File: config.mk
export PLATFORM = sky130hd
export DESIGN_NAME = multiway_sorted_merge
export DESIGN_NICKNAME = d
export VERILOG_FILES = /design/src/hw/rtl/msm_pkg.sv /design/src/hw/rtl/msm_ram.sv /design/src/hw/rtl/multiway_sorted_merge.sv
export SDC_FILE = /design/constraint.sdc
export NUM_CORES = 2
export LEC_CHECK = 0
export BUFFER_PORTS_ARGS = -buffer_cell sky130_fd_sc_hd__buf_4
export CORE_ASPECT_RATIO = 0.6
export CORE_MARGIN = 10
export CORE_UTILIZATION = 37
export CTS_CLUSTER_SIZE = 40
export DETAILED_ROUTE_END_ITERATION = 12
export HOLD_SLACK_MARGIN = 0.1
export PLACE_DENSITY_LB_ADDON = 0.25
export SYNTH_ARGS = -nofsm -noshare
export SYNTH_HDL_FRONTEND = slang
export SYNTH_SLANG_ARGS = --single-unit
export TNS_END_PERCENT = 5
File: constraint.sdc
create_clock -name clock -period 5.5 [get_ports clock]
set_input_delay 0.55 -clock clock [delete_from_list [all_inputs] [get_ports clock]]
set_output_delay 0.55 -clock clock [all_outputs]
set_load 0.005 [all_outputs]
File: src/hw/rtl/msm_pkg.sv
// ----------------------------------------------------------------------------
// msm_pkg
// Shared types and constants for the multiway sorted merge block.
// ----------------------------------------------------------------------------
package msm_pkg;

   localparam int VAL_W       = 32;   // element width
   localparam int KIND_W      = 1;
   localparam int RUN_FIELD_W = 2;    // width of the run field on the request
   localparam int STATUS_W    = 2;

   localparam int RUNS_DEF  = 4;
   localparam int DEPTH_DEF = 8;

   localparam logic [VAL_W-1:0] INT_MIN = {1'b1, {(VAL_W-1){1'b0}}};

   // request kinds
   localparam logic [KIND_W-1:0] KIND_PUSH = 1'b0;
   localparam logic [KIND_W-1:0] KIND_END  = 1'b1;

   // response status codes
   localparam logic [STATUS_W-1:0] STS_ORDERED  = 2'd0;
   localparam logic [STATUS_W-1:0] STS_DISORDER = 2'd1;
   localparam logic [STATUS_W-1:0] STS_DROPPED  = 2'd2;
   localparam logic [STATUS_W-1:0] STS_DONE     = 2'd3;

endpackage

File: src/hw/rtl/msm_ram.sv
// ----------------------------------------------------------------------------
// msm_ram
// Run buffer storage: one write port, one registered read port.
// ----------------------------------------------------------------------------
module msm_ram import msm_pkg::*; #(
   parameter int WORDS = RUNS_DEF * DEPTH_DEF,
   parameter int AW    = $clog2(WORDS)
) (
   input  logic             clock,
   input  logic             wr_en,
   input  logic [AW-1:0]    wr_addr,
   input  logic [VAL_W-1:0] wr_data,
   input  logic             rd_en,
   input  logic [AW-1:0]    rd_addr,
   output logic [VAL_W-1:0] rd_data
);

   logic [VAL_W-1:0] mem_ff [WORDS];
   logic [VAL_W-1:0] rd_data_ff;

   always_ff @(posedge clock) begin
      if (wr_en) begin
         mem_ff[wr_addr] <= wr_data;
      end
   end

   always_ff @(posedge clock) begin
      if (rd_en) begin
         rd_data_ff <= mem_ff[rd_addr];
      end
   end

   assign rd_data = rd_data_ff;

endmodule

File: src/hw/rtl/multiway_sorted_merge.sv
// ----------------------------------------------------------------------------
// multiway_sorted_merge
// K-way merge of sorted runs of signed 32-bit values into one ascending stream.
// ----------------------------------------------------------------------------
// Each request either pushes a value into the FIFO of one run (DEPTH entries
// per run) or marks that run ended. After each request the block emits the
// smallest head for as long as every run that has not ended holds an element;
// a value below the previously emitted one comes out with status 1, a push to
// a full or ended run is dropped with status 2, and once every run has ended
// and drained a status 3 response closes the merge and all state starts
// fresh. rsp_tlast marks the final response caused by a request. Requests to
// a run index not below RUNS are ignored. A push or end mark is taken in the
// idle state and then examined in the check state; each emitted element is
// chosen by one shared comparator that walks the run heads one per cycle
// through the single read port of the run buffer RAM. req_tready is
// high only while the sequencer is idle and the response register can take
// a new response.
// ----------------------------------------------------------------------------
module multiway_sorted_merge import msm_pkg::*; #(
   parameter int RUNS  = RUNS_DEF,
   parameter int DEPTH = DEPTH_DEF
) (
   input  logic                clock,
   input  logic                reset,
   input  logic                req_tvalid,
   output logic                req_tready,
   input  logic [VAL_W-1:0]    req_tdata,   // [31:0] value
   input  logic [2:0]          req_tuser,   // [0] kind, [2:1] run
   output logic                rsp_tvalid,
   input  logic                rsp_tready,
   output logic [VAL_W-1:0]    rsp_tdata,   // [31:0] value_res
   output logic [STATUS_W-1:0] rsp_tuser,   // [1:0] status
   output logic                rsp_tlast
);

   localparam int RUN_W = $clog2(RUNS);
   localparam int PW    = $clog2(DEPTH);
   localparam int CW    = $clog2(DEPTH + 1);
   localparam int SW    = $clog2(RUNS + 1);
   localparam int WORDS = RUNS * DEPTH;
   localparam int AW    = $clog2(WORDS);

   // sequencer states
   localparam logic [2:0] ST_IDLE  = 3'd0;  // waiting for a request
   localparam logic [2:0] ST_CHECK = 3'd1;  // decide: scan, finish or idle
   localparam logic [2:0] ST_SCAN  = 3'd2;  // walk heads through the comparator
   localparam logic [2:0] ST_EMIT  = 3'd3;  // send the winner, pop its run
   localparam logic [2:0] ST_FIN   = 3'd4;  // send completion, clear state

   logic [2:0]                     state_ff, state_in;
   logic [KIND_W-1:0]              kind_ff, kind_in;
   logic [RUNS-1:0][CW-1:0]        cnt_ff, cnt_in;
   logic [RUNS-1:0][PW-1:0]        rptr_ff, rptr_in;
   logic [RUNS-1:0]                ended_ff, ended_in;
   logic [VAL_W-1:0]               prev_ff, prev_in;
   logic [SW-1:0]                  scan_ff, scan_in;
   logic                           best_found_ff, best_found_in;
   logic [RUN_W-1:0]               best_idx_ff, best_idx_in;
   logic [VAL_W-1:0]               best_val_ff, best_val_in;

   logic                           rsp_valid_ff, rsp_valid_in;
   logic [VAL_W-1:0]               rsp_data_ff, rsp_data_in;
   logic [STATUS_W-1:0]            rsp_status_ff, rsp_status_in;
   logic                           rsp_last_ff, rsp_last_in;

   // request fields
   logic [KIND_W-1:0]      req_kind;
   logic [RUN_FIELD_W-1:0] req_run;
   logic [RUN_W-1:0]       ridx;
   logic                   run_ok;
   logic                   req_fire;
   logic                   out_free;

   // buffer RAM ports
   logic             wr_en, rd_en;
   logic [AW-1:0]    wr_addr, rd_addr;
   logic [VAL_W-1:0] rd_data;

   // run status summaries
   logic [RUNS-1:0] has_elem, has_post;
   logic            may_emit, all_done, more_post, fin_post;

   logic [PW:0]      slot_sum;
   logic [PW-1:0]    slot;
   logic [RUN_W-1:0] rd_idx, cmp_idx;

   assign req_kind = req_tuser[0];
   assign req_run  = req_tuser[2:1];
   assign ridx     = RUN_W'(req_run);
   assign run_ok   = 32'(req_run) < 32'(RUNS);

   assign out_free   = !rsp_valid_ff || rsp_tready;
   assign req_tready = (state_ff == ST_IDLE) && out_free;
   assign req_fire   = req_tvalid && req_tready;

   // head availability now, and after popping the current winner
   always_comb begin
      for (int i = 0; i < RUNS; i++) begin
         has_elem[i] = cnt_ff[i] != '0;
         has_post[i] = (cnt_ff[i] > CW'(1)) ||
                       (has_elem[i] && (RUN_W'(i) != best_idx_ff));
      end
   end

   assign may_emit  = (|has_elem) && (&(has_elem | ended_ff));
   assign all_done  = &(ended_ff & ~has_elem);
   assign more_post = (|has_post) && (&(has_post | ended_ff));
   assign fin_post  = (kind_ff == KIND_END) && (&(ended_ff & ~has_post));

   // tail slot of the addressed run: (rptr + cnt) mod DEPTH, sum < 2*DEPTH
   assign slot_sum = (PW + 1)'(rptr_ff[ridx]) + (PW + 1)'(cnt_ff[ridx]);
   assign slot     = (slot_sum >= (PW + 1)'(DEPTH)) ?
                     PW'(slot_sum - (PW + 1)'(DEPTH)) : PW'(slot_sum);

   assign rd_idx  = RUN_W'(scan_ff);
   assign cmp_idx = RUN_W'(scan_ff - SW'(1));

   assign wr_addr = AW'(AW'(ridx) * AW'(DEPTH)) + AW'(slot);
   assign rd_addr = AW'(AW'(rd_idx) * AW'(DEPTH)) + AW'(rptr_ff[rd_idx]);
   assign rd_en   = (state_ff == ST_SCAN) && (scan_ff < SW'(RUNS));

   always_comb begin
      state_in      = state_ff;
      kind_in       = kind_ff;
      cnt_in        = cnt_ff;
      rptr_in       = rptr_ff;
      ended_in      = ended_ff;
      prev_in       = prev_ff;
      scan_in       = scan_ff;
      best_found_in = best_found_ff;
      best_idx_in   = best_idx_ff;
      best_val_in   = best_val_ff;
      rsp_valid_in  = rsp_valid_ff && !rsp_tready;
      rsp_data_in   = rsp_data_ff;
      rsp_status_in = rsp_status_ff;
      rsp_last_in   = rsp_last_ff;
      wr_en         = 1'b0;

      unique case (state_ff)
         ST_IDLE: begin
            if (req_fire && run_ok) begin
               kind_in = req_kind;
               if (req_kind == KIND_PUSH) begin
                  if (ended_ff[ridx] || (cnt_ff[ridx] == CW'(DEPTH))) begin
                     // drop: lone response, merge state untouched
                     rsp_valid_in  = 1'b1;
                     rsp_data_in   = '0;
                     rsp_status_in = STS_DROPPED;
                     rsp_last_in   = 1'b1;
                  end else begin
                     wr_en        = 1'b1;
                     cnt_in[ridx] = cnt_ff[ridx] + CW'(1);
                     state_in     = ST_CHECK;
                  end
               end else begin
                  ended_in[ridx] = 1'b1;
                  state_in       = ST_CHECK;
               end
            end
         end

         ST_CHECK: begin
            if (may_emit) begin
               scan_in       = '0;
               best_found_in = 1'b0;
               state_in      = ST_SCAN;
            end else if ((kind_ff == KIND_END) && all_done) begin
               state_in = ST_FIN;
            end else begin
               state_in = ST_IDLE;
            end
         end

         ST_SCAN: begin
            // read data for run scan-1 arrives this cycle
            if (scan_ff != '0) begin
               if (cnt_ff[cmp_idx] != '0 &&
                   (!best_found_ff || ($signed(rd_data) < $signed(best_val_ff)))) begin
                  best_found_in = 1'b1;
                  best_idx_in   = cmp_idx;
                  best_val_in   = rd_data;
               end
            end
            if (scan_ff == SW'(RUNS)) begin
               state_in = ST_EMIT;
            end else begin
               scan_in = scan_ff + SW'(1);
            end
         end

         ST_EMIT: begin
            if (out_free) begin
               rsp_valid_in  = 1'b1;
               rsp_data_in   = best_val_ff;
               rsp_status_in = ($signed(best_val_ff) < $signed(prev_ff)) ?
                               STS_DISORDER : STS_ORDERED;
               rsp_last_in   = !(more_post || fin_post);
               prev_in       = best_val_ff;
               rptr_in[best_idx_ff] = (rptr_ff[best_idx_ff] == PW'(DEPTH - 1)) ?
                                      '0 : rptr_ff[best_idx_ff] + PW'(1);
               cnt_in[best_idx_ff]  = cnt_ff[best_idx_ff] - CW'(1);
               state_in      = ST_CHECK;
            end
         end

         ST_FIN: begin
            if (out_free) begin
               rsp_valid_in  = 1'b1;
               rsp_data_in   = '0;
               rsp_status_in = STS_DONE;
               rsp_last_in   = 1'b1;
               cnt_in        = '0;
               rptr_in       = '0;
               ended_in      = '0;
               prev_in       = INT_MIN;
               state_in      = ST_IDLE;
            end
         end

         default: begin
            state_in = ST_IDLE;
         end
      endcase
   end

   always_ff @(posedge clock) begin
      if (reset) begin
         state_ff      <= ST_IDLE;
         kind_ff       <= KIND_PUSH;
         cnt_ff        <= '0;
         rptr_ff       <= '0;
         ended_ff      <= '0;
         prev_ff       <= INT_MIN;
         scan_ff       <= '0;
         best_found_ff <= 1'b0;
         rsp_valid_ff  <= 1'b0;
      end else begin
         state_ff      <= state_in;
         kind_ff       <= kind_in;
         cnt_ff        <= cnt_in;
         rptr_ff       <= rptr_in;
         ended_ff      <= ended_in;
         prev_ff       <= prev_in;
         scan_ff       <= scan_in;
         best_found_ff <= best_found_in;
         rsp_valid_ff  <= rsp_valid_in;
      end
   end

   // payload registers
   always_ff @(posedge clock) begin
      best_idx_ff   <= best_idx_in;
      best_val_ff   <= best_val_in;
      rsp_data_ff   <= rsp_data_in;
      rsp_status_ff <= rsp_status_in;
      rsp_last_ff   <= rsp_last_in;
   end

   msm_ram #(
      .WORDS (WORDS),
      .AW    (AW)
   ) u_ram (
      .clock   (clock),
      .wr_en   (wr_en),
      .wr_addr (wr_addr),
      .wr_data (req_tdata),
      .rd_en   (rd_en),
      .rd_addr (rd_addr),
      .rd_data (rd_data)
   );

   assign rsp_tvalid = rsp_valid_ff;
   assign rsp_tdata  = rsp_data_ff;
   assign rsp_tuser  = rsp_status_ff;
   assign rsp_tlast  = rsp_last_ff;

   // completion always closes the request's response train
   a_done_last: assert property (@(posedge clock) disable iff (reset)
      (rsp_tvalid && (rsp_tuser == STS_DONE)) |-> rsp_tlast)
      else $error("completion response without tlast");

   // a scan must have found a nonempty run before emitting
   a_emit_found: assert property (@(posedge clock) disable iff (reset)
      (state_ff == ST_EMIT) |-> best_found_ff)
      else $error("emit without a winning run");

   // completion clears the ended flags and resets the previous value
   a_fin_clear: assert property (@(posedge clock) disable iff (reset)
      ((state_ff == ST_FIN) && out_free) |=> ((ended_ff == '0) && (prev_ff == INT_MIN)))
      else $error("state not cleared after completion");

   // no element is popped from an empty run
   a_pop_nonempty: assert property (@(posedge clock) disable iff (reset)
      ((state_ff == ST_EMIT) && out_free) |-> (cnt_ff[best_idx_ff] != '0))
      else $error("pop from empty run");

endmodule
==> impl_metrics.tcl <==
set metrics [dict create \
    die_x_um 486 \
    gp_congestion 0.847 \
    worstReg2RegStart "cnt_ff[0]" \
    holdBufCountCts 0 \
    ys_types 67 \
    cts_buffers 107 \
    reg2reg_slack_ns 1.46 \
    ir_worst_vdd_mv 0.231 \
    ios 76 \
    layout.nets 3514 \
    cp_data_required_time_ns 5.84 \
    fin_skew_ns 0.0229 \
    tightest_slew_ns 1.16 \
    synth_area_leaders "edfxtp_1 70%, mux2i_1 6.5%, nand2_1 3.8%, dfxtp_1 3.0%, a21oi_1 2.7%" \
    cts_sinks 1198 \
    core_area_mm2 0.129 \
    detail_route.wl_per_cell_um 23.8 \
    timing.setup.tns_ns 0 \
    htreeDepth 3 \
    post_cts_resized 0 \
    globalRouteTotalUtil_pct 16.5 \
    ys_ff_latch 1198 \
    drt_iter0_drc 2975 \
    cap_violations 0 \
    drtPass1Iterations 5 \
    dieArea_mm2 0.146 \
    synth_top_area_share_pct 70.0 \
    drt_wl_total_um 124000 \
    p_leak_nw 18.0 \
    hpwl_um 79600 \
    grt_max_degree 70 \
    place_inst 5011 \
    clk_latency_ns 0.72 \
    synth_largest_area_cell "edfxtp_1" \
    utilization_pct 42.4 \
    layout_common_cells "1125 x edfxtp_1, 482 x nand2_1, 308 x mux2i_1" \
    overflow 0 \
    hp-class "input pin to register" \
    regArea_mm2 0.0352 \
    fmax_mhz 248 \
    cts_setup_buffers 0 \
    p_seq_share_pct 53.8 \
    synth-edff-count 1125 \
    clock_path_buffers 3 \
    via_per_inst 5.41 \
    hold_viol_final 0 \
    max-slew-margin-rel_pct 22.1 \
    switching_share_pct 22.8 \
    switching_power_w 0.00438 \
    start_util_pct 37.3 \
    vias 28200 \
    drtAntennaViolNets 0 \
    syn_avg_cell_area_um2 14.5 \
    holdPathEnd "state_ff[0]" \
    r2r-end "u_ram.mem_ff[19][7]" \
    setup_viol 0 \
    rr_worst_depth 8 \
    fin_crit_sh_pct 73.5 \
    power_w 0.0192 \
    grt_pass1_vias 26800 \
    syn_inst 3327 \
    p_int_w 0.0148 \
    clockRootBuffer "clkbuf_16" \
    synthesis.area_mm2 0.0482 \
    power_frac_comb_pct 6.5 \
    yosysWarnings 0 \
    num-fill-cells 11600 \
    area_delta_synth_final_pct 13.6 \
    synth_ff_type "edfxtp_1" \
    drive_above_1_share_pct 11.2 \
    cts_tree "yes" \
    finalNonFillerCells 5213 \
    cp_data_arrival_time_ns 4.38 \
    die_y_um 300 \
    finalCriticalPeriod_ns 4.04 \
    p_per_area_mw_per_mm2 351 \
    holdWs_ns 0.215 \
    worstHoldPathCells 4 \
    multiInputGateArea_mm2 0.0123 \
    clkTransAtPathRegs_ns 0.07 \
    worstHoldStart "rsp_tready" \
    rsz0062_at_grt "false" \
    port_buffers 75 \
    layout_commonest_cell "edfxtp_1" \
    drv_slew 0 \
    worst_setup_path_end_kind "register" \
    ys_seq_area_share_pct 73.1 \
    crit_fanout 32 \
    antenna_found_initial 2 \
    status "finished, final reports clean" \
    critical_path_class "register to register" \
    grt_pass1_wl_um 183000 \
    start_kind "register" \
    rows 102 \
    route.detailed.drc 0 \
    synth_fp_nets 3437 \
    synth-async-reset-ratio_pct 0 \
    pwr-share-clk_pct 39.7 \
]
[kinds of logic after synthesis]
| kind of cell | share of synthesized area [%] |
|---|---|
| AO/OA/AOI/OAI | 7.83 |
| buffers and inverters | 2.21 |
| adder cells (fa/ha/maj) | 1.86 |
| flip-flops | 73.1 |
| XOR/XNOR | 0.254 |
| multiplexers | 7.46 |
| AND/OR/NAND/NOR | 7.32 |
[cells in the mapped netlist (17+ instances only)]
library cell	number
a211o_1	32
a21oi_1	256
a22oi_1	36
a31oi_1	40
buf_1	21
buf_2	26
clkbuf_1	140
dfxtp_1	73
edfxtp_1	1125
ha_1	70
inv_1	82
mux2i_1	312
nand2_1	483
nand2b_1	17
nand3_1	72
nor2_1	153
nor4_1	39
o21ai_0	25
o221ai_1	33
o22ai_1	141
[power by group through the flow]
stage               Combinational (W)  Clock (W)  Sequential [W]
floorplan                    0.000696          0          0.0105
detailed placement            0.00125          0          0.0105
global route                  0.00137    0.00818          0.0104
CTS                           0.00125    0.00779          0.0103
finish                        0.00125    0.00763          0.0103
global placement              0.00125          0          0.0105
[critical path, stage by stage (launching register included)]
cell     delay, ns
dfxtp_1       0.37
mux4_2        0.61
ha_1          0.25
fa_1          0.41
xor2_1        0.18
xnor2_1       0.63
nand2_1       0.50
nor2_4        0.18
buf_4         0.51
[layer usage]
metal  up-vias  routed length [um]  GRT usage [%]
li1      12800                   -              -
met1     14200               61600           26.6
met2      1047               50800           22.6
met3       140                9310           3.32
met4         0                2190           3.32
met5         -                   0              0
[stage by stage]
step           setup WS, ns  instance area, um^2
3_5_place_dp          0.896                51300
2_1_floorplan         0.542                48200
6_report               1.46                54800
3_3_place_gp          0.968                51300
5_1_grt                1.22                54800
4_1_cts                1.41                54800
[how the worst max path moves through the flow]
stage | startpoint | end | slack [ns] | depth (start not counted)
6_report | cnt_ff[0] | u_ram.mem_ff[19][7] | 1.46 | 8
3_5_place_dp | req_tuser[1] | u_ram.mem_ff[26][6] | 0.90 | 9
2_1_floorplan | req_tuser[1] | rsp_tdata[0] | 0.54 | 9
4_1_cts | cnt_ff[0] | u_ram.mem_ff[26][3] | 1.41 | 8
5_1_grt | cnt_ff[0] | u_ram.mem_ff[26][3] | 1.22 | 8
3_3_place_gp | req_tuser[1] | u_ram.mem_ff[26][2] | 0.97 | 9
[registers in the layout (all words and copies together) (netlist names)]
signal and count:
best_val_ff 32, ended_ff 4, rsp_tuser 2, u_ram.rd_data 32
prev_ff 32, state_ff 3, rsp_tvalid 1, best_found_ff 1
rsp_tdata 32, rsp_tlast 1, best_idx_ff 2, u_ram.mem_ff 1024
kind_ff 1, scan_ff 3, rptr_ff 12, cnt_ff 16
[final cells by class]
cell class / count / share of cell area [%]
diodes: 2 / 0.00913
well taps: 1716 / 3.92
inverters: 83 / 0.568
repair buffers: 157 / 2.33
multi-input cells: 1857 / 22.4
clock buffers: 132 / 5.30
flip-flops and latches: 1198 / 64.3
clock inverters: 68 / 1.16
No activity file was read; power rests on OpenSTA's default activity.
